$ cat src/design/svpwm_pkg.sv
`timescale 1ns / 1ps
// ----------------------------------------------------------------------------
// svpwm_pkg
// shared widths, constants, types and format helpers of the svpwm duty core
// ----------------------------------------------------------------------------
package svpwm_pkg;

    // fraction bits of the internal duty format
    localparam int FRAC_BITS  = 15;
    localparam int QW         = FRAC_BITS + 1;          // holds 0 .. 2^F and sums below 2^(F+1)
    localparam int IN_W       = 16;                      // q1.15 reference width
    localparam int MAG_W      = IN_W + 1;                // magnitude 0 .. 32768
    localparam int RECIP_W    = 30;
    localparam int PERIOD_W   = 16;
    localparam int OUT_W      = 16;
    localparam int SCALE_W    = 16;
    localparam int SECTOR_W   = 3;
    localparam int DIV_STAGES = FRAC_BITS;               // one quotient bit per stage

    // format conversion shifts between q.15 and q.F
    localparam int UP_SH = (FRAC_BITS >= 15) ? (FRAC_BITS - 15) : 0;
    localparam int DN_SH = (FRAC_BITS >= 15) ? 0 : (15 - FRAC_BITS);

    localparam logic [RECIP_W-1:0]  RECIP_SQRT3_Q30 = 30'd619925131;  // floor(2^30 / sqrt3)
    localparam logic [QW-1:0]       ONE_Q           = {1'b1, {FRAC_BITS{1'b0}}};
    localparam logic [SCALE_W-1:0]  SCALE_ONE       = 16'd32768;
    localparam logic [PERIOD_W-1:0] PERIOD_RESET    = 16'd1000;

    // stream packing
    localparam int IN_DATA_W  = 2 * IN_W;
    localparam int OUT_PACK_W = 3 * OUT_W + SECTOR_W + SCALE_W;
    localparam int OUT_DATA_W = ((OUT_PACK_W + 7) / 8) * 8;
    localparam int OUT_USER_W = 1;

    typedef enum logic [SECTOR_W-1:0] {
        SEC_1 = 3'd1,
        SEC_2 = 3'd2,
        SEC_3 = 3'd3,
        SEC_4 = 3'd4,
        SEC_5 = 3'd5,
        SEC_6 = 3'd6
    } t_sector;

    // sector, active times and their sum
    typedef struct packed {
        t_sector        sector;
        logic           clip;
        logic [QW-1:0]  tx;
        logic [QW-1:0]  ty;
        logic [QW-1:0]  s;
    } t_mid;

    // the same plus the reciprocal scale k = 2^(2F) / s
    typedef struct packed {
        t_mid                 mid;
        logic [FRAC_BITS-1:0] kq;
    } t_div;

    typedef struct packed {
        logic [OUT_W-1:0]   on_a;
        logic [OUT_W-1:0]   on_b;
        logic [OUT_W-1:0]   on_c;
        t_sector            sector;
        logic               clip;
        logic [SCALE_W-1:0] scale;
    } t_result;

    function automatic logic [QW-1:0] q15_to_qf(input logic [MAG_W-1:0] m);
        logic [MAG_W+FRAC_BITS-1:0] w;
        w = {{FRAC_BITS{1'b0}}, m};
        w = (w << UP_SH) >> DN_SH;
        return w[QW-1:0];
    endfunction

    function automatic logic [SCALE_W-1:0] qf_to_q15(input logic [FRAC_BITS-1:0] v);
        logic [SCALE_W+FRAC_BITS-1:0] w;
        w = {{SCALE_W{1'b0}}, v};
        w = (w << DN_SH) >> UP_SH;
        return w[SCALE_W-1:0];
    endfunction

endpackage

$ cat src/design/svpwm_duty.sv
`timescale 1ns / 1ps
// ----------------------------------------------------------------------------
// svpwm_duty
// three stage back end: clip scaling, phase fractions, on-time multiply
// ----------------------------------------------------------------------------
module svpwm_duty (
    input  logic                             i_clk,
    input  logic                             i_rst_n,
    input  logic [svpwm_pkg::PERIOD_W-1:0]   i_period,
    input  logic                             i_valid,
    output logic                             o_ready,
    input  svpwm_pkg::t_div                  i_div,
    output logic                             o_valid,
    input  logic                             i_ready,
    output svpwm_pkg::t_result               o_res
);
    import svpwm_pkg::*;

    logic en1, en2, en3;
    logic r_v1, r_v2, r_v3;

    // stage 1: scaled active times and zero time
    logic [QW+FRAC_BITS-1:0] px, py;
    logic [QW-1:0]      r1_tx, r1_ty, r1_t0;
    logic [QW-1:0]      n1_tx, n1_ty, n1_t0;
    logic [SCALE_W-1:0] n1_scale, r1_scale;
    t_sector            r1_sector;
    logic               r1_clip;

    // stage 2: phase fractions
    logic [QW-1:0]      h, full;
    logic [QW-1:0]      n2_fa, n2_fb, n2_fc;
    logic [QW-1:0]      r2_fa, r2_fb, r2_fc;
    t_sector            r2_sector;
    logic               r2_clip;
    logic [SCALE_W-1:0] r2_scale;

    // stage 3: on-times
    logic [PERIOD_W+QW-1:0] pa, pb, pc;
    t_result                r3_res;

    assign en3     = ~r_v3 | i_ready;
    assign en2     = ~r_v2 | en3;
    assign en1     = ~r_v1 | en2;
    assign o_ready = en1;

    assign px = i_div.mid.tx * i_div.kq;
    assign py = i_div.mid.ty * i_div.kq;

    always_comb begin
        if (i_div.mid.clip) begin
            n1_tx    = px[QW+FRAC_BITS-1:FRAC_BITS];
            n1_ty    = py[QW+FRAC_BITS-1:FRAC_BITS];
            n1_t0    = '0;
            n1_scale = qf_to_q15(i_div.kq);
        end else begin
            n1_tx    = i_div.mid.tx;
            n1_ty    = i_div.mid.ty;
            n1_t0    = ONE_Q - i_div.mid.s;
            n1_scale = SCALE_ONE;
        end
    end

    assign h    = r1_t0 >> 1;
    assign full = r1_tx + r1_ty + h;

    always_comb begin
        case (r1_sector)
            SEC_1: begin
                n2_fa = full;       n2_fb = r1_ty + h;  n2_fc = h;
            end
            SEC_2: begin
                n2_fa = r1_tx + h;  n2_fb = full;       n2_fc = h;
            end
            SEC_3: begin
                n2_fa = h;          n2_fb = full;       n2_fc = r1_tx + h;
            end
            SEC_4: begin
                n2_fa = h;          n2_fb = r1_tx + h;  n2_fc = full;
            end
            SEC_5: begin
                n2_fa = r1_tx + h;  n2_fb = h;          n2_fc = full;
            end
            default: begin
                n2_fa = full;       n2_fb = h;          n2_fc = r1_ty + h;
            end
        endcase
    end

    assign pa = i_period * r2_fa;
    assign pb = i_period * r2_fb;
    assign pc = i_period * r2_fc;

    always_ff @(posedge i_clk) begin
        if (!i_rst_n) begin
            r_v1 <= 1'b0;
            r_v2 <= 1'b0;
            r_v3 <= 1'b0;
        end else begin
            if (en1) r_v1 <= i_valid;
            if (en2) r_v2 <= r_v1;
            if (en3) r_v3 <= r_v2;
        end
    end

    always_ff @(posedge i_clk) begin
        if (en1) begin
            r1_tx     <= n1_tx;
            r1_ty     <= n1_ty;
            r1_t0     <= n1_t0;
            r1_scale  <= n1_scale;
            r1_sector <= i_div.mid.sector;
            r1_clip   <= i_div.mid.clip;
        end
        if (en2) begin
            r2_fa     <= n2_fa;
            r2_fb     <= n2_fb;
            r2_fc     <= n2_fc;
            r2_sector <= r1_sector;
            r2_clip   <= r1_clip;
            r2_scale  <= r1_scale;
        end
        if (en3) begin
            r3_res.on_a   <= pa[FRAC_BITS+OUT_W-1:FRAC_BITS];
            r3_res.on_b   <= pb[FRAC_BITS+OUT_W-1:FRAC_BITS];
            r3_res.on_c   <= pc[FRAC_BITS+OUT_W-1:FRAC_BITS];
            r3_res.sector <= r2_sector;
            r3_res.clip   <= r2_clip;
            r3_res.scale  <= r2_scale;
        end
    end

    assign o_valid = r_v3;
    assign o_res   = r3_res;

    // no phase fraction may pass one full period
    a_frac_le_one: assert property (@(posedge i_clk) disable iff (!i_rst_n)
        r_v2 |-> (r2_fa <= ONE_Q) && (r2_fb <= ONE_Q) && (r2_fc <= ONE_Q))
        else $error("phase fraction above one period");

    // unclipped results carry unity scale
    a_scale_unity: assert property (@(posedge i_clk) disable iff (!i_rst_n)
        r_v3 && !r3_res.clip |-> r3_res.scale == SCALE_ONE)
        else $error("unity scale missing on unclipped result");

    // clipped results always shrink
    a_scale_shrink: assert property (@(posedge i_clk) disable iff (!i_rst_n)
        r_v3 && r3_res.clip |-> r3_res.scale < SCALE_ONE)
        else $error("clip scale not below one");

endmodule

$ cat config.mk
export PLATFORM = sky130hd
export DESIGN_NAME = svpwm_duty
export DESIGN_NICKNAME = d
export VERILOG_FILES = /design/src/design/svpwm_pkg.sv /design/src/design/svpwm_duty.sv
export SDC_FILE = /design/constraint.sdc
export NUM_CORES = 2
export LEC_CHECK = 0
export ABC_CLOCK_PERIOD_IN_PS = 21100
export BUFFER_PORTS_ARGS = -buffer_cell sky130_fd_sc_hd__buf_4
export CORE_MARGIN = 4
export CORE_UTILIZATION = 70
export DETAILED_ROUTE_END_ITERATION = 6
export PLACE_DENSITY = 0.86
export REMOVE_ABC_BUFFERS = 1
export SLEW_MARGIN = 20
export SYNTH_ARGS = -nofsm -noshare
export SYNTH_HDL_FRONTEND = slang
export SYNTH_SLANG_ARGS = --single-unit
$ cat constraint.sdc
create_clock -name i_clk -period 21.1 [get_ports i_clk]
set_input_delay 2.11 -clock i_clk [delete_from_list [all_inputs] [get_ports i_clk]]
set_output_delay 2.11 -clock i_clk [all_outputs]
set_load 0.02 [all_outputs]
==> out/qor.csv <==
stage,metric,value,unit
synthesis,number of synthesized flops with an enable pin,203,
timing,Setup TNS Final,0,ps
min_path,Cells on Worst Hold Path,0,
route,1st-pass router iterations,7,
clock_tree,H-tree depth,1,
route,Post-DRT Antenna Nets,0,
clock_tree,CTS tree,built,
timing,Final min period,8090,ps
timing,Final Hold Fails,0,
min_path,hold path startpoint,r2_scale[14],
synthesis,Synth top area share,0.383,
synthesis,asr flop ratio synth,0,
route,Wirelength per Cell,19.4,um
synthesis,Mapped Cells,5366,
clock_tree,Skew-Pair Late Insertion Delay,590,ps
synthesis,cell taking the most area after synthesis,fa_1,
grt,initial antenna violation count,1,
outcome,status,completed,
min_path,Hold EP,o_res[14],
synthesis,Area contributors post-synth,"fa_1, ha_1, edfxtp_1, inv_1, and2_1",
synthesis,"Primary FF master, synth",edfxtp_1,
job,Max-Cap Viols,0,
clock_tree,CTS resizes,0,
die,die area,0.0755,mm2
synthesis,Synth Register Bits,206,
worst_setup_path,CP Max Fanout,48,
worst_setup_path,startpoint types,input pin,
worst_setup_path,WP data arrival,8430,ps
worst_setup_path,r2r startpoint,r2_fb[1],
timing,maximum clock frequency,124,MHz
synthesis,Mapped Area,0.0498,mm2
min_path,HP Class,reg2reg,
timing,post-route clock period utilization,0.383,
worst_setup_path,CP Data Required Time,21440,ps
grt,grt total ovfl,0,
timing,Slew @ Worst Pin,968,ps
finish,Syn-to-layout area delta,4.65,%
timing,Max Transition Viols Final,0,
die,Std-Cell Rows,97,
timing,Final setup viols,0,
synthesis,register area share after synthesis,0.124,
worst_setup_path,flop2flop setup slack,14210,ps
die,Initial Util,0.709,
die,Die Ht,275,um
finish,nets,6865,
placement,HPWL Detailed,90.9,mm
placement,Port Buf Inserts,156,
die,DIE WIDTH,275,um
timing,RSZ-0062 raised after global routing,no,
route,DRC viols,0,
worst_setup_path,FF-to-FF End,o_res[51],
synthesis,Synth cell types,75,
finish,Fillers,4891,
timing,clock skew,33.4,ps
die,boundary pin count,157,
grt,overall routing resource usage,0.337,
placement,Final Wtd Congestion,0.954,
grt,vias in the first global route,40886,
clock_tree,# Post-CTS Setup Buffers,0,
clock_tree,maximum clock path buffer count,3,
clock_tree,clk sinks,206,
clock_tree,# hold bufs at CTS,0,
synthesis,most instantiated library cell after synthesis,inv_1,
synthesis,Synth Warn #,0,
route,detailed-route via count,37361,
synthesis,Synth Area per Inst,9.28,um2
worst_setup_path,R2R depth,20,
clock_tree,Root Buffer,clkbuf_16,
timing,Slew HR,0.352,
clock_tree,clk slew on worst S/H paths,60,ps
die,core area,0.0703,mm2
grt,largest net degree at the start of global routing,79,
grt,first-pass GRT wire length,204,mm
route,drt initial violations,3188,
worst_setup_path,Worst setup EP type,flop,
synthesis,most instantiated cells after synthesis,"inv_1, fa_1, nand2_1, and2_1, ha_1",
route,final WL,122,mm
finish,share of cells above drive strength 1,0.0457,
worst_setup_path,Setup Crit Path Kind,in2reg,
route,vias per cell,5.96,
clock_tree,Num CTS Buffers,24,
-- layout by cell type (no fill, tap or decap), drive strengths merged, types with 24 or more instances in the layout --
cell type and instances:
clkbuf 24, xor2 47, nor2 129, nand3 38, inv 1141, edfxtp 203, nor3 34, a21oi 135
nand2 714, buf 164, fa 952, a21o 46, and2 653, o21ai 80, ha 520, xnor2 93
-- routing by layer --
layer / wire, um / up-vias / global-route usage
met2: 59900 / 1833 / 0.580
met1: 44600 / 18739 / 0.422
li1: - / 16294 / -
met5: 0 / - / 0
met4: 6750 / 0 / 0.162
met3: 10500 / 495 / 0.0490
-- registers in the layout, summed over array words and instances (netlist names) --
name       flops
o_res         68
r1_scale      16
r1_tx         16
r1_ty         16
r2_fa         16
r2_fb         16
r2_fc         16
r2_scale      16
r1_t0         15
r1_sector      3
r2_sector      3
o_valid        1
r1_clip        1
r2_clip        1
r_v1           1
r_v2           1
-- logic make-up after synthesis --
| group | Yosys count | share of synthesized area |
|---|---|---|
| multiplexers | 31 | 0.00671 |
| buffers and inverters | 1389 | 0.105 |
| flip-flops | 206 | 0.124 |
| AO/OA/AOI/OAI | 466 | 0.0620 |
| XOR/XNOR | 140 | 0.0246 |
| adder cells (fa/ha/maj) | 1472 | 0.513 |
| AND/OR/NAND/NOR | 1662 | 0.165 |
-- critical path, cell delays in order --
cell	delay [ps]
buf_4	520
nand2_1	170
fa_1	540
fa_1	570
fa_1	450
fa_1	550
inv_1	50
fa_1	470
inv_1	50
fa_1	470
inv_1	40
ha_1	300
nand3_1	90
o22ai_1	70
o31ai_1	420
a211oi_1	290
or4b_1	640
nand2_1	130
o21ai_1	120
o41ai_2	250
xnor2_1	100
-- area by class of cell --
type / instances / area, um2 / share of cell area
Inverter: 1139 / 4280 / 0.0820
Clock inverter: 19 / 225 / 0.00432
Multi-Input combinational cell: 3771 / 38500 / 0.738
Clock buffer: 24 / 601 / 0.0115
Tap cell: 940 / 1180 / 0.0226
Antenna cell: 1 / 2.50 / 0.0000480
Sequential cell: 206 / 6160 / 0.118
Timing Repair Buffer: 164 / 1230 / 0.0236
-- how the worst max path moves through the flow --
stage                 start   endpoint  cells after the start
3_5_place_dp   i_period[11]  o_res[32]                     21
4_1_cts        i_period[11]  o_res[32]                     21
2_1_floorplan   i_period[8]  o_res[32]                     21
3_3_place_gp   i_period[10]  o_res[32]                     21
5_1_grt         i_period[9]  o_res[50]                     21
6_report       i_period[10]  o_res[51]                     21
-- stage by stage --
step,util,instance area [um2],instances,hold slack [ps],setup slack (ps)
floorplan,-,48900,5116,400,13330
global placement,0.730,51300,6220,401,12570
detailed placement,0.730,51300,6220,405,12480
CTS,0.742,52100,6263,417,13070
global route,0.742,52100,6263,420,12690
finish,0.742,52100,6264,416,13010
Power is not shown: default switching activity piles up to over one toggle a cycle in this logic, so the estimate is an artifact.
