File: src/design/svpwm_pkg.sv
`timescale 1ns / 1ps
// ----------------------------------------------------------------------------
// svpwm_pkg
// shared widths, constants, types and format helpers of the svpwm duty core
// ----------------------------------------------------------------------------
package svpwm_pkg;

    // fraction bits of the internal duty format
    localparam int FRAC_BITS  = 15;
    localparam int QW         = FRAC_BITS + 1;          // holds 0 .. 2^F and sums below 2^(F+1)
    localparam int IN_W       = 16;                      // q1.15 reference width
    localparam int MAG_W      = IN_W + 1;                // magnitude 0 .. 32768
    localparam int RECIP_W    = 30;
    localparam int PERIOD_W   = 16;
    localparam int OUT_W      = 16;
    localparam int SCALE_W    = 16;
    localparam int SECTOR_W   = 3;
    localparam int DIV_STAGES = FRAC_BITS;               // one quotient bit per stage

    // format conversion shifts between q.15 and q.F
    localparam int UP_SH = (FRAC_BITS >= 15) ? (FRAC_BITS - 15) : 0;
    localparam int DN_SH = (FRAC_BITS >= 15) ? 0 : (15 - FRAC_BITS);

    localparam logic [RECIP_W-1:0]  RECIP_SQRT3_Q30 = 30'd619925131;  // floor(2^30 / sqrt3)
    localparam logic [QW-1:0]       ONE_Q           = {1'b1, {FRAC_BITS{1'b0}}};
    localparam logic [SCALE_W-1:0]  SCALE_ONE       = 16'd32768;
    localparam logic [PERIOD_W-1:0] PERIOD_RESET    = 16'd1000;

    // stream packing
    localparam int IN_DATA_W  = 2 * IN_W;
    localparam int OUT_PACK_W = 3 * OUT_W + SECTOR_W + SCALE_W;
    localparam int OUT_DATA_W = ((OUT_PACK_W + 7) / 8) * 8;
    localparam int OUT_USER_W = 1;

    typedef enum logic [SECTOR_W-1:0] {
        SEC_1 = 3'd1,
        SEC_2 = 3'd2,
        SEC_3 = 3'd3,
        SEC_4 = 3'd4,
        SEC_5 = 3'd5,
        SEC_6 = 3'd6
    } t_sector;

    // sector, active times and their sum
    typedef struct packed {
        t_sector        sector;
        logic           clip;
        logic [QW-1:0]  tx;
        logic [QW-1:0]  ty;
        logic [QW-1:0]  s;
    } t_mid;

    // the same plus the reciprocal scale k = 2^(2F) / s
    typedef struct packed {
        t_mid                 mid;
        logic [FRAC_BITS-1:0] kq;
    } t_div;

    typedef struct packed {
        logic [OUT_W-1:0]   on_a;
        logic [OUT_W-1:0]   on_b;
        logic [OUT_W-1:0]   on_c;
        t_sector            sector;
        logic               clip;
        logic [SCALE_W-1:0] scale;
    } t_result;

    function automatic logic [QW-1:0] q15_to_qf(input logic [MAG_W-1:0] m);
        logic [MAG_W+FRAC_BITS-1:0] w;
        w = {{FRAC_BITS{1'b0}}, m};
        w = (w << UP_SH) >> DN_SH;
        return w[QW-1:0];
    endfunction

    function automatic logic [SCALE_W-1:0] qf_to_q15(input logic [FRAC_BITS-1:0] v);
        logic [SCALE_W+FRAC_BITS-1:0] w;
        w = {{SCALE_W{1'b0}}, v};
        w = (w << DN_SH) >> UP_SH;
        return w[SCALE_W-1:0];
    endfunction

endpackage

File: src/design/svpwm_sector.sv
`timescale 1ns / 1ps
// ----------------------------------------------------------------------------
// svpwm_sector
// three stage front end: magnitudes, |beta|/sqrt3, sector and active times
// ----------------------------------------------------------------------------
module svpwm_sector (
    input  logic                           i_clk,
    input  logic                           i_rst_n,
    input  logic                           i_valid,
    output logic                           o_ready,
    input  logic signed [svpwm_pkg::IN_W-1:0] i_alpha,
    input  logic signed [svpwm_pkg::IN_W-1:0] i_beta,
    output logic                           o_valid,
    input  logic                           i_ready,
    output svpwm_pkg::t_mid                o_mid
);
    import svpwm_pkg::*;

    logic en0, en1, en2;
    logic r_v0, r_v1, r_v2;

    // stage 0: signs and magnitudes in q.F
    logic             r0_aneg, r0_bneg;
    logic [QW-1:0]    r0_aq, r0_bq;
    logic [MAG_W-1:0] a_ext, b_ext, a_mag, b_mag;

    // stage 1: |beta|/sqrt3
    logic             r1_aneg, r1_bneg;
    logic [QW-1:0]    r1_aq, r1_b3;
    logic [QW+RECIP_W-1:0] b3_prod;

    // stage 2: sector and times
    t_mid          r2_mid, n_mid;
    logic          middle;
    logic [QW-1:0] b3x2;

    assign en2     = ~r_v2 | i_ready;
    assign en1     = ~r_v1 | en2;
    assign en0     = ~r_v0 | en1;
    assign o_ready = en0;

    assign a_ext = {i_alpha[IN_W-1], i_alpha};
    assign b_ext = {i_beta[IN_W-1], i_beta};
    assign a_mag = i_alpha[IN_W-1] ? (MAG_W'(0) - a_ext) : a_ext;
    assign b_mag = i_beta[IN_W-1]  ? (MAG_W'(0) - b_ext) : b_ext;

    assign b3_prod = r0_bq * RECIP_SQRT3_Q30;

    assign middle = r1_aq < r1_b3;
    assign b3x2   = {r1_b3[QW-2:0], 1'b0};

    always_comb begin
        n_mid.clip = 1'b0;
        if (middle) begin
            n_mid.sector = r1_bneg ? SEC_5 : SEC_2;
            if (r1_aneg) begin
                n_mid.tx = r1_b3 - r1_aq;
                n_mid.ty = r1_b3 + r1_aq;
            end else begin
                n_mid.tx = r1_b3 + r1_aq;
                n_mid.ty = r1_b3 - r1_aq;
            end
        end else begin
            if (r1_bneg) begin
                n_mid.sector = r1_aneg ? SEC_4 : SEC_6;
            end else begin
                n_mid.sector = r1_aneg ? SEC_3 : SEC_1;
            end
            n_mid.tx = r1_aq - r1_b3;
            n_mid.ty = b3x2;
        end
        n_mid.s    = n_mid.tx + n_mid.ty;
        n_mid.clip = n_mid.s > ONE_Q;
    end

    always_ff @(posedge i_clk) begin
        if (!i_rst_n) begin
            r_v0 <= 1'b0;
            r_v1 <= 1'b0;
            r_v2 <= 1'b0;
        end else begin
            if (en0) r_v0 <= i_valid;
            if (en1) r_v1 <= r_v0;
            if (en2) r_v2 <= r_v1;
        end
    end

    always_ff @(posedge i_clk) begin
        if (en0) begin
            r0_aneg <= i_alpha[IN_W-1];
            r0_bneg <= i_beta[IN_W-1];
            r0_aq   <= q15_to_qf(a_mag);
            r0_bq   <= q15_to_qf(b_mag);
        end
        if (en1) begin
            r1_aneg <= r0_aneg;
            r1_bneg <= r0_bneg;
            r1_aq   <= r0_aq;
            r1_b3   <= b3_prod[QW+RECIP_W-1:RECIP_W];
        end
        if (en2) begin
            r2_mid <= n_mid;
        end
    end

    assign o_valid = r_v2;
    assign o_mid   = r2_mid;

endmodule

File: config.mk
export PLATFORM = sky130hd
export DESIGN_NAME = svpwm_sector
export DESIGN_NICKNAME = d
export VERILOG_FILES = /design/src/design/svpwm_pkg.sv /design/src/design/svpwm_sector.sv
export SDC_FILE = /design/constraint.sdc
export NUM_CORES = 1
export LEC_CHECK = 0
export BUFFER_PORTS_ARGS = -buffer_cell sky130_fd_sc_hd__buf_2
export CORE_MARGIN = 4
export CORE_UTILIZATION = 50
export CTS_BUF_LIST = sky130_fd_sc_hd__clkbuf_4 sky130_fd_sc_hd__clkbuf_8 sky130_fd_sc_hd__clkbuf_16
export DETAILED_ROUTE_END_ITERATION = 10
export PLACE_DENSITY = 0.74
export SLEW_MARGIN = 20
export SYNTH_ARGS = -nofsm -noshare
export SYNTH_HDL_FRONTEND = slang
export SYNTH_SLANG_ARGS = --single-unit
File: constraint.sdc
create_clock -name i_clk -period 6.9 [get_ports i_clk]
set_clock_uncertainty 0.15 [all_clocks]
set_input_delay 1.035 -clock i_clk [delete_from_list [all_inputs] [get_ports i_clk]]
set_output_delay 1.035 -clock i_clk [all_outputs]
set_load 0.1 [all_outputs]
==> out/metrics.cfg, run 1 <==
[run_status]
status=complete, no violations

[place]
dp_hpwl_um=30000
port_buffers=89
gp_congestion=1.00
place_area_um2=16000

[synth]
ys.flop_type=edfxtp_1
yosysSeqAreaShare=0.244
async_flop_share=0
synthAdderAreaFrac=0.413
synthMuxAreaShare=0.00675
synth_xor_area_frac=0.0519
syn_nets=1933
synth_top_family_by_area=adder cells
synth-seq-cells=123
synth_largest_type_area_fraction=0.240
synthCells=1490
netlist_top_cells_area=edfxtp_1, ha_1, fa_1
synth_edf_count=120
synth_compound_area_frac=0.119
synth_cell_types=68
synth.avg_cell_area_um2=10.1
synth_area_um2=15000
synth-simple-area-share=0.0789
yosys.area.top_type=edfxtp_1
ys_warn_count=0

[sta]
period_minus_slack_ns=6.52
slew_violations=0
hold_viol=0
rsz0062_at_grt=no
setup_viol=0
final.period_utilization=0.945
fmax_mhz=153
worst_pin_slew_ns=1.13
slew_headroom=0.227
tns_ns=0

[setup_path]
crit_type=flop to flop
cp.required_ns=7.05
arrival_ns=6.67
worstPathMaxFanout=7
crit_path_end_kind=flop
ff2ff_setup_slack_ns=0.38
start_kind=flop

[floorplan]
ios=90
initial_utilization=0.507
dieArea_um2=32900
die_h_um=181
core_um2=29600
die_w_um=181
rows=63

[clock_network]
postCtsSetupRepairBufs=0
cts_buffers=17
post_cts_resized=0
clock_sink_count=123
clk_pin_slew_ns=0.07
cts_max_path_buffers=2
cts_max_level=4
clock_latency_ns=0.43
cts_tree=done
cts_root_buf=clkbuf_16
cts_hold_buf=0

[finish]
area_growth_pct=10.3
multi_input_comb_area_um2=10100
layout-drive-gt1-share=0.100
seq_area_um2=3660
layout.nets=2032
fillers=2613
final_area_um2=16600

[route]
num_vias=10708
drt-initial-drc-count=657
drcViolationCount=0
viasPerCell=5.37
wl_um=35300
dr.pass1.iters=5
routedWlPerCell_um=17.7
ant_nets=0

[grt]
grt_overflow=0
grt_antenna_before_repair=0
grt_pass1_vias=10922
grt_max_degree=53
grt_pass1_wl_um=56500
grt_use_total=0.217

[worst_hold_path]
hold_class=flop to flop

[flow_run]
cap_violations=0

[placed cells by master, fill, tap and decap left out, types with 5 or more instances in the layout]
| cell | Yosys | final |
|---|---|---|
| clkbuf_16 | 0 | 17 |
| buf_4 | 0 | 17 |
| buf_2 | 9 | 89 |
| nand4_1 | 5 | 5 |
| nor4_1 | 6 | 6 |
| nor2_1 | 64 | 64 |
| nor2b_1 | 15 | 15 |
| a31oi_1 | 9 | 9 |
| or3_1 | 13 | 13 |
| o21a_1 | 9 | 9 |
| o21ai_0 | 70 | 70 |
| mux2i_1 | 9 | 9 |
| nor3_1 | 18 | 18 |
| nand3_1 | 14 | 13 |
| nand2b_1 | 11 | 11 |
| xnor2_1 | 60 | 60 |
| inv_1 | 316 | 315 |
| a21oi_1 | 79 | 78 |
| a211oi_1 | 10 | 10 |
| or2_2 | 10 | 10 |
| o31ai_1 | 11 | 11 |
| fa_1 | 148 | 148 |
| xor2_1 | 29 | 29 |
| a21o_1 | 26 | 26 |
| nand2_1 | 67 | 67 |
| o21bai_1 | 11 | 11 |
| edfxtp_1 | 120 | 120 |
| ha_1 | 259 | 259 |
[metal layers]
| metal | GRT usage | wire, um | vias up |
|---|---|---|---|
| li1 | - | - | 5204 |
| met4 | 0.0576 | 830 | 0 |
| met2 | 0.385 | 17600 | 258 |
| met3 | 0.0350 | 1560 | 44 |
| met1 | 0.277 | 15300 | 5202 |
| met5 | 0 | 0 | - |
[critical path: stages (launching register included)]
cell and delay [ns]:
edfxtp_1 0.57, fa_1 0.60, ha_1 0.31, inv_1 0.05, fa_1 0.51, inv_1 0.06, fa_1 0.52, fa_1 0.51
inv_1 0.05, fa_1 0.47, inv_1 0.05, ha_1 0.31, nand3_1 0.17, o21ai_0 0.13, a221o_1 0.28, a41o_1 0.27
o2111ai_2 0.32, a21boi_1 0.16, o41a_1 0.40, or4_1 0.42, nand4_1 0.09
[cell usage after synthesis (3+ instances only)]
library cell,number
inv_1,316
ha_1,259
fa_1,148
edfxtp_1,120
a21oi_1,79
o21ai_0,70
nand2_1,67
nor2_1,64
xnor2_1,60
xor2_1,29
a21o_1,26
nor3_1,18
clkbuf_1,16
nor2b_1,15
nand3_1,14
or3_1,13
nand2b_1,11
o21bai_1,11
o31ai_1,11
a211oi_1,10
or2_2,10
a31oi_1,9
buf_2,9
mux2i_1,9
o21a_1,9
nor4_1,6
nand4_1,5
and3_1,4
o2111ai_1,4
o211ai_1,4
o21ai_1,4
a2111oi_0,3
a21boi_0,3
a22oi_1,3
and4_1,3
dfxtp_1,3
nor4b_1,3
[flip-flops by register name (all words and copies together) (netlist names)]
name,count
o_mid,52
o_valid,1
r0_aneg,1
r0_aq,16
r0_bneg,1
r0_bq,16
r1_aneg,1
r1_aq,16
r1_b3,16
r1_bneg,1
r_v0,1
r_v1,1
[final timing paths]
path                                 from        end  cells after the start
worst max-delay path             r0_bq[1]   r1_b3[8]                     20
worst min-delay path            r0_aq[13]  r1_aq[13]                      0
worst max register to register   r0_bq[1]   r1_b3[8]                     20
worst min register to register  r0_aq[13]  r1_aq[13]                      0
[logic make-up (layout without fill, tap and decap cells)]
| group | count (synthesis) | after routing |
|---|---|---|
| adders and majority gates | 407 | 407 |
| buffers and inverters | 344 | 456 |
| AOI/OAI and AO/OA | 275 | 275 |
| and+or+nand+nor | 242 | 242 |
| DFF | 123 | 123 |
| xor gates and xnor gates | 89 | 89 |
| muxes | 10 | 10 |
| other | 0 | 1 |
[metrics by stage]
stage | setup slack (ns) | util | hold WS, ns | instances
floorplan | 0.765 | - | 0.250 | 1490
global placement | 0.474 | 0.539 | 0.252 | 1960
detailed placement | 0.312 | 0.539 | 0.255 | 1960
CTS | 0.288 | 0.558 | 0.258 | 1992
global route | 0.103 | 0.559 | 0.270 | 1992
finish | 0.380 | 0.559 | 0.259 | 1993
[cell type report]
cell class,instances,share of cell area
well taps,390,0.0295
repair buffers,106,0.0346
clock inverters,14,0.00831
multi-input cells,1023,0.608
flip-flops and latches,123,0.221
inverters,318,0.0721
clock buffers,18,0.0261
diodes,1,0.000151
Power of run 1 is left out: the tool's default activity adds up to more than one toggle a clock period on the data nets, which glitch-free logic cannot reach.
==> run 2: changes to the inputs <==
REMOVE_ABC_BUFFERS = 1   (was not set)
==> run 2 against run 1 <==
  * Die area did not move
  * Cell area up 0.57%
  * Cell count did not move
  * Global-route usage rose by 0.53 points
  * Sequential cell count is the same
  * Critical path depth down 2
  * Register-to-register slack worse by 0.03 ns
  * Fmax fell by 0.46%
  * Sequential share of layout area fell by 0.12 points
  * Highest routed layer unchanged
==> out/metrics.cfg, run 2 (synthesized netlist as in run 1, its figures left out) <==
[grt]
grt_overflow=0  ; unchanged
grt_max_degree=53  ; unchanged
grt_pass1_wl_um=57800  ; +2.3%
grt_antenna_before_repair=0  ; unchanged
grt_pass1_vias=11085  ; +1.5%
grt_use_total=0.222  ; +0.00533

[sta]
hold_viol=0  ; unchanged
final.period_utilization=0.949  ; +0.00440
tns_ns=0  ; unchanged
rsz0062_at_grt=no
worst_pin_slew_ns=1.14  ; +0.0125 ns
slew_headroom=0.219  ; -0.00854
fmax_mhz=153  ; -0.46%
period_minus_slack_ns=6.55  ; +0.0303 ns
slew_violations=0  ; unchanged
fin_ws_ns=0.350  ; -0.0303 ns
setup_viol=0  ; unchanged

[route]
num_vias=10746  ; +0.35%
dr.pass1.iters=7  ; +2
routedWlPerCell_um=17.9  ; +1.2%
ant_nets=0  ; unchanged
drcViolationCount=0  ; unchanged
viasPerCell=5.39  ; +0.35%
wl_um=35700  ; +1.2%
drt-initial-drc-count=756  ; +15%

[setup_path]
worstPathMaxFanout=7  ; unchanged
crit_path_top_delay_cell=fa_1
cp_common_cell=fa_1
cp.required_ns=7.04  ; about the same
arrival_ns=6.69  ; +0.02 ns
slowest_delay_ns=0.60  ; about the same
path_cells=ha_1, fa_1, fa_1, fa_1, fa_1, inv_1, fa_1, inv_1, ha_1, nand3_1, o21ai_0, a221o_1, a41o_1, o2111ai_2, a21boi_1, o41a_1, or4_1, nand4_1
crit_type=flop to flop
path_delay_family=adder cells
cp.buffers_inverters=2  ; -2
start_kind=flop
crit_path_end_kind=flop

[floorplan]
ios=90  ; unchanged
initial_utilization=0.507  ; unchanged
die_w_um=181  ; unchanged
core_um2=29600  ; unchanged
die_h_um=181  ; unchanged
dieArea_um2=32900  ; unchanged
rows=63  ; unchanged

[clock_network]
clock_latency_ns=0.44  ; about the same
cts_max_path_buffers=2  ; unchanged
clock_sink_count=123  ; unchanged
cts_root_buf=clkbuf_16
clk_pin_slew_ns=0.07  ; about the same
cts_buffers=17  ; unchanged
cts_max_level=4  ; unchanged
cts_hold_buf=0  ; unchanged
cts_tree=done

[finish]
area_growth_pct=10.9
layout_common_cells=inv_1, ha_1, fa_1, edfxtp_1, buf_2
final_area_um2=16700  ; +0.57%
layout.nets=2032  ; unchanged
final_common_cell=inv_1
layout-drive-gt1-share=0.101  ; +0.000624
largest_register_ffs=52  ; unchanged

[place]
place_area_um2=16000  ; about the same
pre_cts_ws_ns=0.263  ; -0.0493 ns
dp_hpwl_um=30000  ; +0.19%
port_buffers=89  ; unchanged
gp_congestion=1.03  ; +2.7%

[run_status]
status=complete, no violations

[flow_run]
cap_violations=0  ; unchanged

[worst_hold_path]
hold_class=flop to flop

-- run 2: cell count changes in the layout (fill, tap and decap cells not counted), sizes merged --
cell / change
clkinv: -6
bufinv: +4
inv: +2
-- run 2: final timing paths --
| path | start | endpoint | slack (ns) | cells past startpoint |
|---|---|---|---|---|
| hold reg to reg | r0_aq[12] | r1_aq[12] | 0.26 | 0 |
| setup / recovery | r0_bq[1] | r1_b3[8] | 0.35 | 18 |
| hold / removal | r0_aq[12] | r1_aq[12] | 0.26 | 0 |
| setup reg to reg | r0_bq[1] | r1_b3[8] | 0.35 | 18 |
-- run 2: metal layers --
metal  global-route usage  share of wire  vias to the layer above  routed length [um]
met2                0.386           0.50                      297               17900
met5                    0              0                        -                   0
met3               0.0391          0.048                       62                1700
met1                0.285           0.43                     5197               15200
met4               0.0666          0.026                        0                 930
li1                     -              -                     5190                   -
-- run 2: final cells by class --
| class | count | area [um^2] |
|---|---|---|
| clock buffers | 18 | 433 |
| fillers | 2588 | 13000 |
| flip-flops and latches | 123 | 3660 |
| diodes | 1 | 2.50 |
| clock inverters | 14 | 231 |
| inverters | 318 | 1190 |
| multi-input cells | 1023 | 10100 |
| well taps | 390 | 488 |
| repair buffers | 106 | 573 |
-- run 2: timing repair --
| action | 4_1_cts | 5_1_grt |
|---|---|---|
| buffers inserted | 0 | 2 |
| hold endpoints to repair | 0 | 0 |
| endpoints found under the setup margin | 0 | 2 |
| gates resized for setup | 0 | 1 |
-- run 2: metrics by stage --
stage / hold WS (ns) / utilization / cells
after floorplan: 0.250 / - / 1464
after global placement: 0.253 / 0.539 / 1958
after detailed placement: 0.255 / 0.539 / 1958
after CTS: 0.264 / 0.561 / 1990
after global routing: 0.267 / 0.562 / 1992
final: 0.264 / 0.562 / 1993
Power of run 2 is left out for the same reason.
