==> config.mk <==
export PLATFORM = sky130hd
export DESIGN_NAME = svpwm_div
export DESIGN_NICKNAME = d
export VERILOG_FILES = /design/src/design/svpwm_pkg.sv /design/src/design/svpwm_div.sv
export SDC_FILE = /design/constraint.sdc
export NUM_CORES = 1
export LEC_CHECK = 0
export ABC_AREA = 0
export BUFFER_PORTS_ARGS = -buffer_cell sky130_fd_sc_hd__buf_4
export CAP_MARGIN = 20
export CORE_AREA = 2 2 349 351
export DETAILED_ROUTE_END_ITERATION = 8
export DIE_AREA = 0 0 351 353
export SYNTH_ARGS = -nofsm -noshare
export SYNTH_HDL_FRONTEND = slang
export SYNTH_SLANG_ARGS = --single-unit
==> constraint.sdc <==
create_clock -name i_clk -period 16.8 [get_ports i_clk]
set_input_delay 3.36 -clock i_clk [delete_from_list [all_inputs] [get_ports i_clk]]
set_output_delay 3.36 -clock i_clk [all_outputs]
set_load 0.02 [all_outputs]
==> src/design/svpwm_pkg.sv <==
`timescale 1ns / 1ps
// ----------------------------------------------------------------------------
// svpwm_pkg
// shared widths, constants, types and format helpers of the svpwm duty core
// ----------------------------------------------------------------------------
package svpwm_pkg;

    // fraction bits of the internal duty format
    localparam int FRAC_BITS  = 15;
    localparam int QW         = FRAC_BITS + 1;          // holds 0 .. 2^F and sums below 2^(F+1)
    localparam int IN_W       = 16;                      // q1.15 reference width
    localparam int MAG_W      = IN_W + 1;                // magnitude 0 .. 32768
    localparam int RECIP_W    = 30;
    localparam int PERIOD_W   = 16;
    localparam int OUT_W      = 16;
    localparam int SCALE_W    = 16;
    localparam int SECTOR_W   = 3;
    localparam int DIV_STAGES = FRAC_BITS;               // one quotient bit per stage

    // format conversion shifts between q.15 and q.F
    localparam int UP_SH = (FRAC_BITS >= 15) ? (FRAC_BITS - 15) : 0;
    localparam int DN_SH = (FRAC_BITS >= 15) ? 0 : (15 - FRAC_BITS);

    localparam logic [RECIP_W-1:0]  RECIP_SQRT3_Q30 = 30'd619925131;  // floor(2^30 / sqrt3)
    localparam logic [QW-1:0]       ONE_Q           = {1'b1, {FRAC_BITS{1'b0}}};
    localparam logic [SCALE_W-1:0]  SCALE_ONE       = 16'd32768;
    localparam logic [PERIOD_W-1:0] PERIOD_RESET    = 16'd1000;

    // stream packing
    localparam int IN_DATA_W  = 2 * IN_W;
    localparam int OUT_PACK_W = 3 * OUT_W + SECTOR_W + SCALE_W;
    localparam int OUT_DATA_W = ((OUT_PACK_W + 7) / 8) * 8;
    localparam int OUT_USER_W = 1;

    typedef enum logic [SECTOR_W-1:0] {
        SEC_1 = 3'd1,
        SEC_2 = 3'd2,
        SEC_3 = 3'd3,
        SEC_4 = 3'd4,
        SEC_5 = 3'd5,
        SEC_6 = 3'd6
    } t_sector;

    // sector, active times and their sum
    typedef struct packed {
        t_sector        sector;
        logic           clip;
        logic [QW-1:0]  tx;
        logic [QW-1:0]  ty;
        logic [QW-1:0]  s;
    } t_mid;

    // the same plus the reciprocal scale k = 2^(2F) / s
    typedef struct packed {
        t_mid                 mid;
        logic [FRAC_BITS-1:0] kq;
    } t_div;

    typedef struct packed {
        logic [OUT_W-1:0]   on_a;
        logic [OUT_W-1:0]   on_b;
        logic [OUT_W-1:0]   on_c;
        t_sector            sector;
        logic               clip;
        logic [SCALE_W-1:0] scale;
    } t_result;

    function automatic logic [QW-1:0] q15_to_qf(input logic [MAG_W-1:0] m);
        logic [MAG_W+FRAC_BITS-1:0] w;
        w = {{FRAC_BITS{1'b0}}, m};
        w = (w << UP_SH) >> DN_SH;
        return w[QW-1:0];
    endfunction

    function automatic logic [SCALE_W-1:0] qf_to_q15(input logic [FRAC_BITS-1:0] v);
        logic [SCALE_W+FRAC_BITS-1:0] w;
        w = {{SCALE_W{1'b0}}, v};
        w = (w << DN_SH) >> UP_SH;
        return w[SCALE_W-1:0];
    endfunction

endpackage

==> src/design/svpwm_div.sv <==
`timescale 1ns / 1ps
// ----------------------------------------------------------------------------
// svpwm_div
// restoring divider pipeline for k = 2^(2F) / s, one quotient bit per stage
// ----------------------------------------------------------------------------
module svpwm_div (
    input  logic            i_clk,
    input  logic            i_rst_n,
    input  logic            i_valid,
    output logic            o_ready,
    input  svpwm_pkg::t_mid i_mid,
    output logic            o_valid,
    input  logic            i_ready,
    output svpwm_pkg::t_div o_div
);
    import svpwm_pkg::*;

    logic                 en    [DIV_STAGES+1];
    logic                 r_v   [DIV_STAGES];
    t_mid                 r_mid [DIV_STAGES];
    logic [QW-1:0]        r_rem [DIV_STAGES];
    logic [FRAC_BITS-1:0] r_q   [DIV_STAGES];

    assign en[DIV_STAGES] = i_ready;

    for (genvar k = 0; k < DIV_STAGES; k++) begin : g_stage
        logic                 v_in;
        t_mid                 mid_in;
        logic [QW-1:0]        rem_in;
        logic [FRAC_BITS-1:0] q_in;
        logic [QW:0]          trial, s_ext, diff;
        logic                 ge;
        logic [QW-1:0]        n_rem;
        logic [FRAC_BITS-1:0] n_q;

        if (k == 0) begin : g_first
            // 2^(2F) / s starts from a partial remainder of 2^F
            assign v_in   = i_valid;
            assign mid_in = i_mid;
            assign rem_in = ONE_Q;
            assign q_in   = '0;
        end else begin : g_next
            assign v_in   = r_v[k-1];
            assign mid_in = r_mid[k-1];
            assign rem_in = r_rem[k-1];
            assign q_in   = r_q[k-1];
        end

        assign en[k] = ~r_v[k] | en[k+1];

        assign trial = {rem_in, 1'b0};
        assign s_ext = {1'b0, mid_in.s};
        assign ge    = trial >= s_ext;
        assign diff  = trial - s_ext;
        assign n_rem = ge ? diff[QW-1:0] : trial[QW-1:0];
        assign n_q   = {q_in[FRAC_BITS-2:0], ge};

        always_ff @(posedge i_clk) begin
            if (!i_rst_n) begin
                r_v[k] <= 1'b0;
            end else if (en[k]) begin
                r_v[k] <= v_in;
            end
        end

        always_ff @(posedge i_clk) begin
            if (en[k]) begin
                r_mid[k] <= mid_in;
                r_rem[k] <= n_rem;
                r_q[k]   <= n_q;
            end
        end
    end

    assign o_ready   = en[0];
    assign o_valid   = r_v[DIV_STAGES-1];
    assign o_div.mid = r_mid[DIV_STAGES-1];
    assign o_div.kq  = r_q[DIV_STAGES-1];

endmodule

==> run summary, run 1 <==
The run finished with clean final reports. The die covers 124000 µm². The slowest cell on the critical path is sky130_fd_sc_hd__and2_1. The number of pins exceeding their max-slew limit in the final report came to 0.

The via count of the routed design is between 20000 and 25000. The number of setup violations in the final report came out at 0. For this design the static power due to leakage is approximately 0.021 µW. The total standard cell area after synthesis is ~48000 µm². For this run, the total global-route usage over all layers was measured as about 13%.

The core region is between 100000 and 150000 µm². The clock passes through at most 3 buffers. TritonCTS built the clock tree.

The setup TNS came out at 0 ps. The congestion estimate from routability-driven global placement came to between 0.8 and 0.9. The horizontal die dimension is 351 µm. The total placed instance area is between 50000 and 60000 µm².

The number of global-route vias before repair is 24800. The ratio of routed vias to standard cells is 4.80. The depth of the most critical reg-to-reg path came out at 9. The top achievable clock speed is just over 100 MHz. The number of buffers added by the clock tree synthesis step came out at between 100 and 150. The worst setup path is of the input pin to output pin kind. The worst-path maximum fanout came out at 21. The number of gates resized after CTS came out at 0. After filler insertion, the fill cell instance count of the layout stands at roughly 11000. The count of inserted antenna diode cells is 0. The slew of the pin with the lowest slew margin is ~1000 ps. The first-iteration detailed-routing DRC count is 1336. For this run, the leading register cell type out of synthesis is sky130_fd_sc_hd__edfxtp_1. The clock transition at the registers of the reported paths came out at roughly 70 ps. The per-cell routed wire length is 15.3 µm.

The number of different library cells in the post-synthesis netlist came out at between 80 and 90. Counting every instance in the synthesized netlist gives between 3000 and 4000. The placed wire-length estimate is around 56 mm. The global-route wire length before repair is between 100 and 150 mm. At the worst endpoint, the required time is approximately 13000 ps. The initial antenna violation count was 2. The first detailed-routing pass ran for 7 iterations. The number of synthesized flops with an enable pin came out at about 1100. The count of nets left with antenna violations after detail routing is 0. The remaining global-route overflow came out at 0. The depth of the CTS H-tree is 3. In this run the power density over the cells is approximately 170 nW/µm². The number of sinks on the clock net came out at approximately 1100. The area used by sequential logic in the layout came out at 33700 µm². The worst path uses between 50% and 60% of the clock period. The worst setup path is captured at an output pin.

Yosys printed 0 warnings. The hold buffer count at cts came out at 0. The number of nets in the synthesized netlist came out at between 3000 and 4000. The later pin in the worst-skew pair is clocked with a latency of between 600 and 700 ps.

The multi-input gate area in the final layout is 12700 µm². The number of buffers inserted by post-CTS setup repair is 0. The number of nets in the layout came out at between 3000 and 4000.

The critical path goes through buf_4 > nor2b_1 > and3_1 > and3_1 > and2_1 > inv_2 > nor2_1 > and2_1 > nand2_4 > buf_4. The maximum cell stage delay along the critical path is 570 ps. The floorplan step set the die height to ~350 µm. The total routed wirelength came out at between 70 and 80 mm. The maximum ir drop on the vdd rail is about 0.088 mV. The cell depth of the worst hold path is 0.

For this configuration, the core starts out at a cell density of between 30% and 40%. The tree is rooted in a sky130_fd_sc_hd__clkbuf_16. From synthesis to final layout, the design area changed by 13.8%. Measured against its own limit, the worst slew margin works out to around a third. The minimum clock period came out at about 9800 ps. The average instance area after synthesis is between 15 and 20 µm².

The largest net degree at the start of global routing is a little over 80. The proportion of layout cells with a drive suffix above 1 came out at between 10% and 20%. The number of register bits inferred by synthesis is ~1100. The post-detailed-route DRC marker count came out at 0. The finished layout cell area is roughly 54000 µm². The worst hold path belongs to the class register to register. The arrival time of data at the critical path endpoint is 6430 ps. Clock skew on the completed layout was measured at roughly 40 ps.

The sequential share of the synthesized area came out at a little over two thirds. Pin placement for this block handled between 100 and 150 I/O pins. Setup repair after global routing left no endpoint under its margin. The number of standard-cell rows in the floorplan is around 130.

The count of buffers inserted at the top-level ports is about 120. The final count of hold timing violations came out at 0. The count of maximum capacitance violations is 0.

STA classifies the critical path startpoint as an input pin. Of all flip-flops after synthesis, the portion carrying an async set or reset was 0%.
==> cell usage after synthesis (all sizes together), types with 6 or more instances <==
cell type	n	area share, %
ha	224	5.9
nand4b	6	0.11
xor2	53	0.97
edfxtp	1122	71
nor3	52	0.55
nand2	109	0.86
inv	306	2.4
a21boi	9	0.16
a211oi	24	0.39
and3	21	0.28
a21o	72	1.1
mux2i	13	0.27
a31o	7	0.13
o31ai	14	0.22
o211ai	11	0.17
a211o	9	0.17
o21bai	12	0.20
clkbuf	14	0.11
a21oi	215	2.3
or3	13	0.17
mux2	105	2.6
a22oi	8	0.13
o21a	44	0.69
nor2	195	1.5
nand3	53	0.57
fa	12	0.50
nand2b	16	0.21
nor2b	66	0.87
nor4	16	0.21
buf	26	0.40
or4	8	0.17
a311oi	10	0.29
and2	13	0.17
a31oi	16	0.24
xnor2	95	1.7
nand4	30	0.39
o21ai	102	1.2
==> cell type report <==
| type | instances | area share (%) |
|---|---|---|
| multi-input cells | 1701 | 23.3 |
| flip-flops and latches | 1123 | 62.1 |
| well taps | 1625 | 3.74 |
| clock inverters | 77 | 1.33 |
| inverters | 306 | 2.11 |
| repair buffers | 142 | 2.07 |
| clock buffers | 131 | 5.33 |
==> power by group <==
| part | total, µW | internal [µW] | switching, µW |
|---|---|---|---|
| Sequential | 3950 | 3730 | 216 |
| Clock | 2410 | 1390 | 1020 |
| Combinational | 2710 | 1260 | 1460 |
==> layer usage <==
metal / GRT usage, % / wire [µm]
met5: 0 / 0
met4: 4.28 / 2220
met3: 2.22 / 2590
met2: 22.7 / 39900
met1: 15.2 / 33300
==> flip-flops by register name, summed over array words and instances, names as in the netlist <==
signal / cells
r_mid: 780
r_q: 105
r_rem: 223
r_v: 15
==> final timing paths <==
kind                                             start                      end  slack [ps]
worst max-delay path                           i_ready                  o_ready        7010
worst min register to register  r_mid[1][97]$_DFFE_PP_  r_mid[1][149]$_DFFE_PP_         390
worst max register to register     r_v[1][6]$_DFFE_PP_  r_mid[0][220]$_DFFE_PP_       12370
worst min-delay path            r_mid[1][97]$_DFFE_PP_  r_mid[1][149]$_DFFE_PP_         390
==> cells in the final DEF, fill, tap and decap left out, drive strengths merged, types with 44 or more instances in the layout <==
cell type,netlist,routed
edfxtp,1122,1122
inv,306,309
ha,224,224
a21oi,215,215
nor2,195,195
buf,26,142
clkbuf,14,131
nand2,109,109
mux2,105,105
o21ai,102,102
xnor2,95,95
a21o,72,72
nor2b,66,66
clkinv,0,60
xor2,53,53
nand3,53,53
nor3,52,52
o21a,44,44
==> stage by stage <==
stage          instances  utilization [%]  hold WS [ps]  total power [µW]  setup slack (ps)
2_1_floorplan       3170                -           400              6090              5520
3_3_place_gp        4894             42.0           401              6680              7060
3_5_place_dp        4894             42.0           405              6710              7020
4_1_cts             5102             45.0           389              9170              6990
5_1_grt             5105             45.0           399              9620              6690
6_report            5105             45.0           394              9070              7010
==> cells by family after synthesis <==
| group | synth area share [%] |
|---|---|
| fa+ha+maj | 6.38 |
| simple gates | 6.23 |
| mux | 2.84 |
| flops | 70.6 |
| compound gates | 8.27 |
| xor+xnor | 2.72 |
| other cells | 0.00786 |
| buf+inv | 2.92 |
==> critical path, delay by kind of cell <==
| kind | cells | cell delay [ps] |
|---|---|---|
| AND/OR/NAND/NOR | 7 | 2460 |
| buffers and inverters | 3 | 600 |
(Power assumes the default switching activity.)
==> run 2, diff against run 1 <==
==> constraint.sdc (replaced) <==
create_clock -name i_clk -period 9.4 [get_ports i_clk]
set_input_delay 1.88 -clock i_clk [delete_from_list [all_inputs] [get_ports i_clk]]
set_output_delay 1.88 -clock i_clk [all_outputs]
set_load 0.02 [all_outputs]
==> run summary, run 2 (synthesis gave the netlist of run 1 again) <==
The first detailed-routing pass ran for 5 iterations. Gates resized during post-CTS repair numbered 0. The initial antenna violation count came out at 5.

In this run the count of I/O pins placed on the die edge is 125. The maximum ir drop on the vdd rail is between 0.15 and 0.2 mV. Leaving out fill and tap cells, the most frequent cell in the layout is sky130_fd_sc_hd__edfxtp_1. Among cell families on the critical path, the largest total delay comes from simple AND/OR/NAND/NOR gates. The number of flip-flops in the largest register is a little under 800.

After clock tree synthesis, the clock-pin slew on the worst setup and hold paths is around 60 ps. For this design the ratio of total power to cell area is approximately 300 nW/µm². The static power due to leakage came out at 0.0212 µW. The count of nets left with antenna violations once routing finished came out at 0.

The reg-to-reg setup timing slack is between 5000 and 6000 ps. After detailed routing, the number of vias per cell comes to 4.80. The placement-stage worst setup slack came out at 2200 ps.

The count of maximum capacitance violations came out at 0. The later-pin clock latency in the skew report came out at ~700 ps. The floorplan step defined a core boundary enclosing roughly 120000 µm².

The largest individual stage delay along the critical path comes from the cell sky130_fd_sc_hd__and2_1. The per-cell routed wire length is 15.3 µm. The HPWL after detailed placement is ~56 mm. The overall routing resource usage is roughly 13%.

The largest registers in the layout are r_mid (780), r_rem (223), r_q (105). The maximum count of clock buffers along a single path came out at 3. On the worst path, the slowest cell contributes a delay of 570 ps. 0 antenna diodes ended up in the layout.

The final count of hold timing violations came out at 0. The critical path is of the input pin to output pin type. TritonCTS built the clock tree.

From bottom edge to top edge, the die measures between 300 and 400 µm. The die covers ~120000 µm². After clock tree synthesis, the flow added hold-fix buffers numbering 0. In the layout the commonest cells are 1122 x sky130_fd_sc_hd__edfxtp_1, 297 x sky130_fd_sc_hd__inv_1, 224 x sky130_fd_sc_hd__ha_1. The worst-path maximum fanout came out at 26. The horizontal die dimension came out at 351 µm. The signal on the critical path passes through buf_4 > nor2b_1 > and3_1 > and3_1 > and2_1 > inv_2 > nor2_1 > and2_1 > nand2_4 > buf_4.

For this run, design rule violations remaining after detail routing come to 0. The slew of the pin with the lowest slew margin came out at about 1000 ps. The routed layout has roughly 24000 vias. The class of the tightest hold or removal check is register to register. In the finished design, the share of the clock period the worst path needs comes to 77.1%.

The worst pin sits at a relative slew slack of a little under a third. The worst setup path is captured at an output pin. The flow ran to the end, and the final reports show no timing, DRC or antenna violations.

The number of pins exceeding their max-slew limit in the final report is 0. Of the cells placed in the final design, the portion with a size suffix greater than 1 is between 10% and 20%. The number of buffers and inverters on the critical path is 3. The data required time at the worst endpoint is ~7500 ps. The number of sinks on the clock net came out at roughly 1100. The global-route wire length before repair came out at roughly 130 mm. Entering global routing, the biggest net connects 83 pins.

STA puts the critical path data arrival time at approximately 5400 ps. The number of setup violations in the final report came out at 0. After the last flow step, the layout net total stands at around 3700. The total routed wirelength is about 78 mm. Setup repair after global routing left no endpoint under its margin. Clock skew on the completed layout was measured at around 45 ps.

The number of fill cells is roughly 11000. The top achievable clock speed is approximately 140 MHz. The number of global-route vias before repair is 24700. The depth of the CTS H-tree is 3. The count of buffers inserted at the top-level ports is roughly 120. The number of buffers inserted by post-CTS setup repair is 0. The number of standard-cell rows in the floorplan came out at approximately 130. The area added between synthesis and finish came out at 13.5%. The setup slack after layout is between 2000 and 2500 ps. The first-iteration detailed-routing DRC count is around 1400. The placer congestion estimate came out at between 0.8 and 0.9. The worst setup path is launched from an input pin. Registers take 33700 µm².

r_mid holds more flip-flops than any other register. After routing, the total negative slack on setup checks comes to 0 ps. Clock tree synthesis selected as its root buffer the cell sky130_fd_sc_hd__clkbuf_16.

The initial cell density of the core came out at 39.6%. The remaining global-route overflow is 0. In this run, CTS created clock tree buffers numbering ~110. The multi-input gate area in the final layout came out at 12700 µm². The minimum clock period is ~7200 ps.
-- run 2: layout make-up --
cell class	count	share of cell area [%]
multi-input combinational	1701	23.4
timing repair buffer	141	2.03
inverter	306	2.12
tap	1625	3.75
clock inverter	56	1.07
clock buffer	143	5.39
sequential	1123	62.2
-- run 2: path summary, 6_finish.rpt --
check,startpoint,end,cells past startpoint
setup / recovery,i_ready,o_ready,10
setup reg to reg,r_v[1][6]$_DFFE_PP_,r_mid[0][42]$_DFFE_PP_,9
hold reg to reg,r_mid[0][304]$_DFFE_PP_,r_mid[0][356]$_DFFE_PP_,0
hold / removal,r_mid[0][304]$_DFFE_PP_,r_mid[0][356]$_DFFE_PP_,0
-- run 2: per-stage QoR --
stage	std cells	total power [µW]	instance area (µm²)	hold WS [ps]	util, %
floorplan	3170	10900	47700	400	-
global placement	4894	11900	50600	401	42.0
detailed placement	4894	12000	50600	405	42.0
CTS	5093	16300	54100	384	44.9
global route	5095	17100	54200	398	44.9
finish	5095	16100	54200	397	44.9
-- run 2: power by group --
| part | switching [µW] | internal, µW | total [µW] |
|---|---|---|---|
| Sequential | 394 | 6670 | 7060 |
| Clock | 1800 | 2410 | 4220 |
| Combinational | 2580 | 2240 | 4830 |
-- run 2: worst reg2reg max path, stage by stage (launching register included) --
cell and delay, ps:
sky130_fd_sc_hd__edfxtp_1 360, sky130_fd_sc_hd__nor2b_1 450, sky130_fd_sc_hd__and3_1 390, sky130_fd_sc_hd__and3_1 270, sky130_fd_sc_hd__and2_1 400, sky130_fd_sc_hd__inv_2 290
sky130_fd_sc_hd__nor2_1 360, sky130_fd_sc_hd__and2_1 570, sky130_fd_sc_hd__nand2_4 390, sky130_fd_sc_hd__buf_4 440
-- run 2: metal layers --
metal	part of all wire (%)	track usage (%)
met1	43	15.4
met2	50	22.5
met3	3.4	2.23
met4	3.7	5.18
met5	0	0
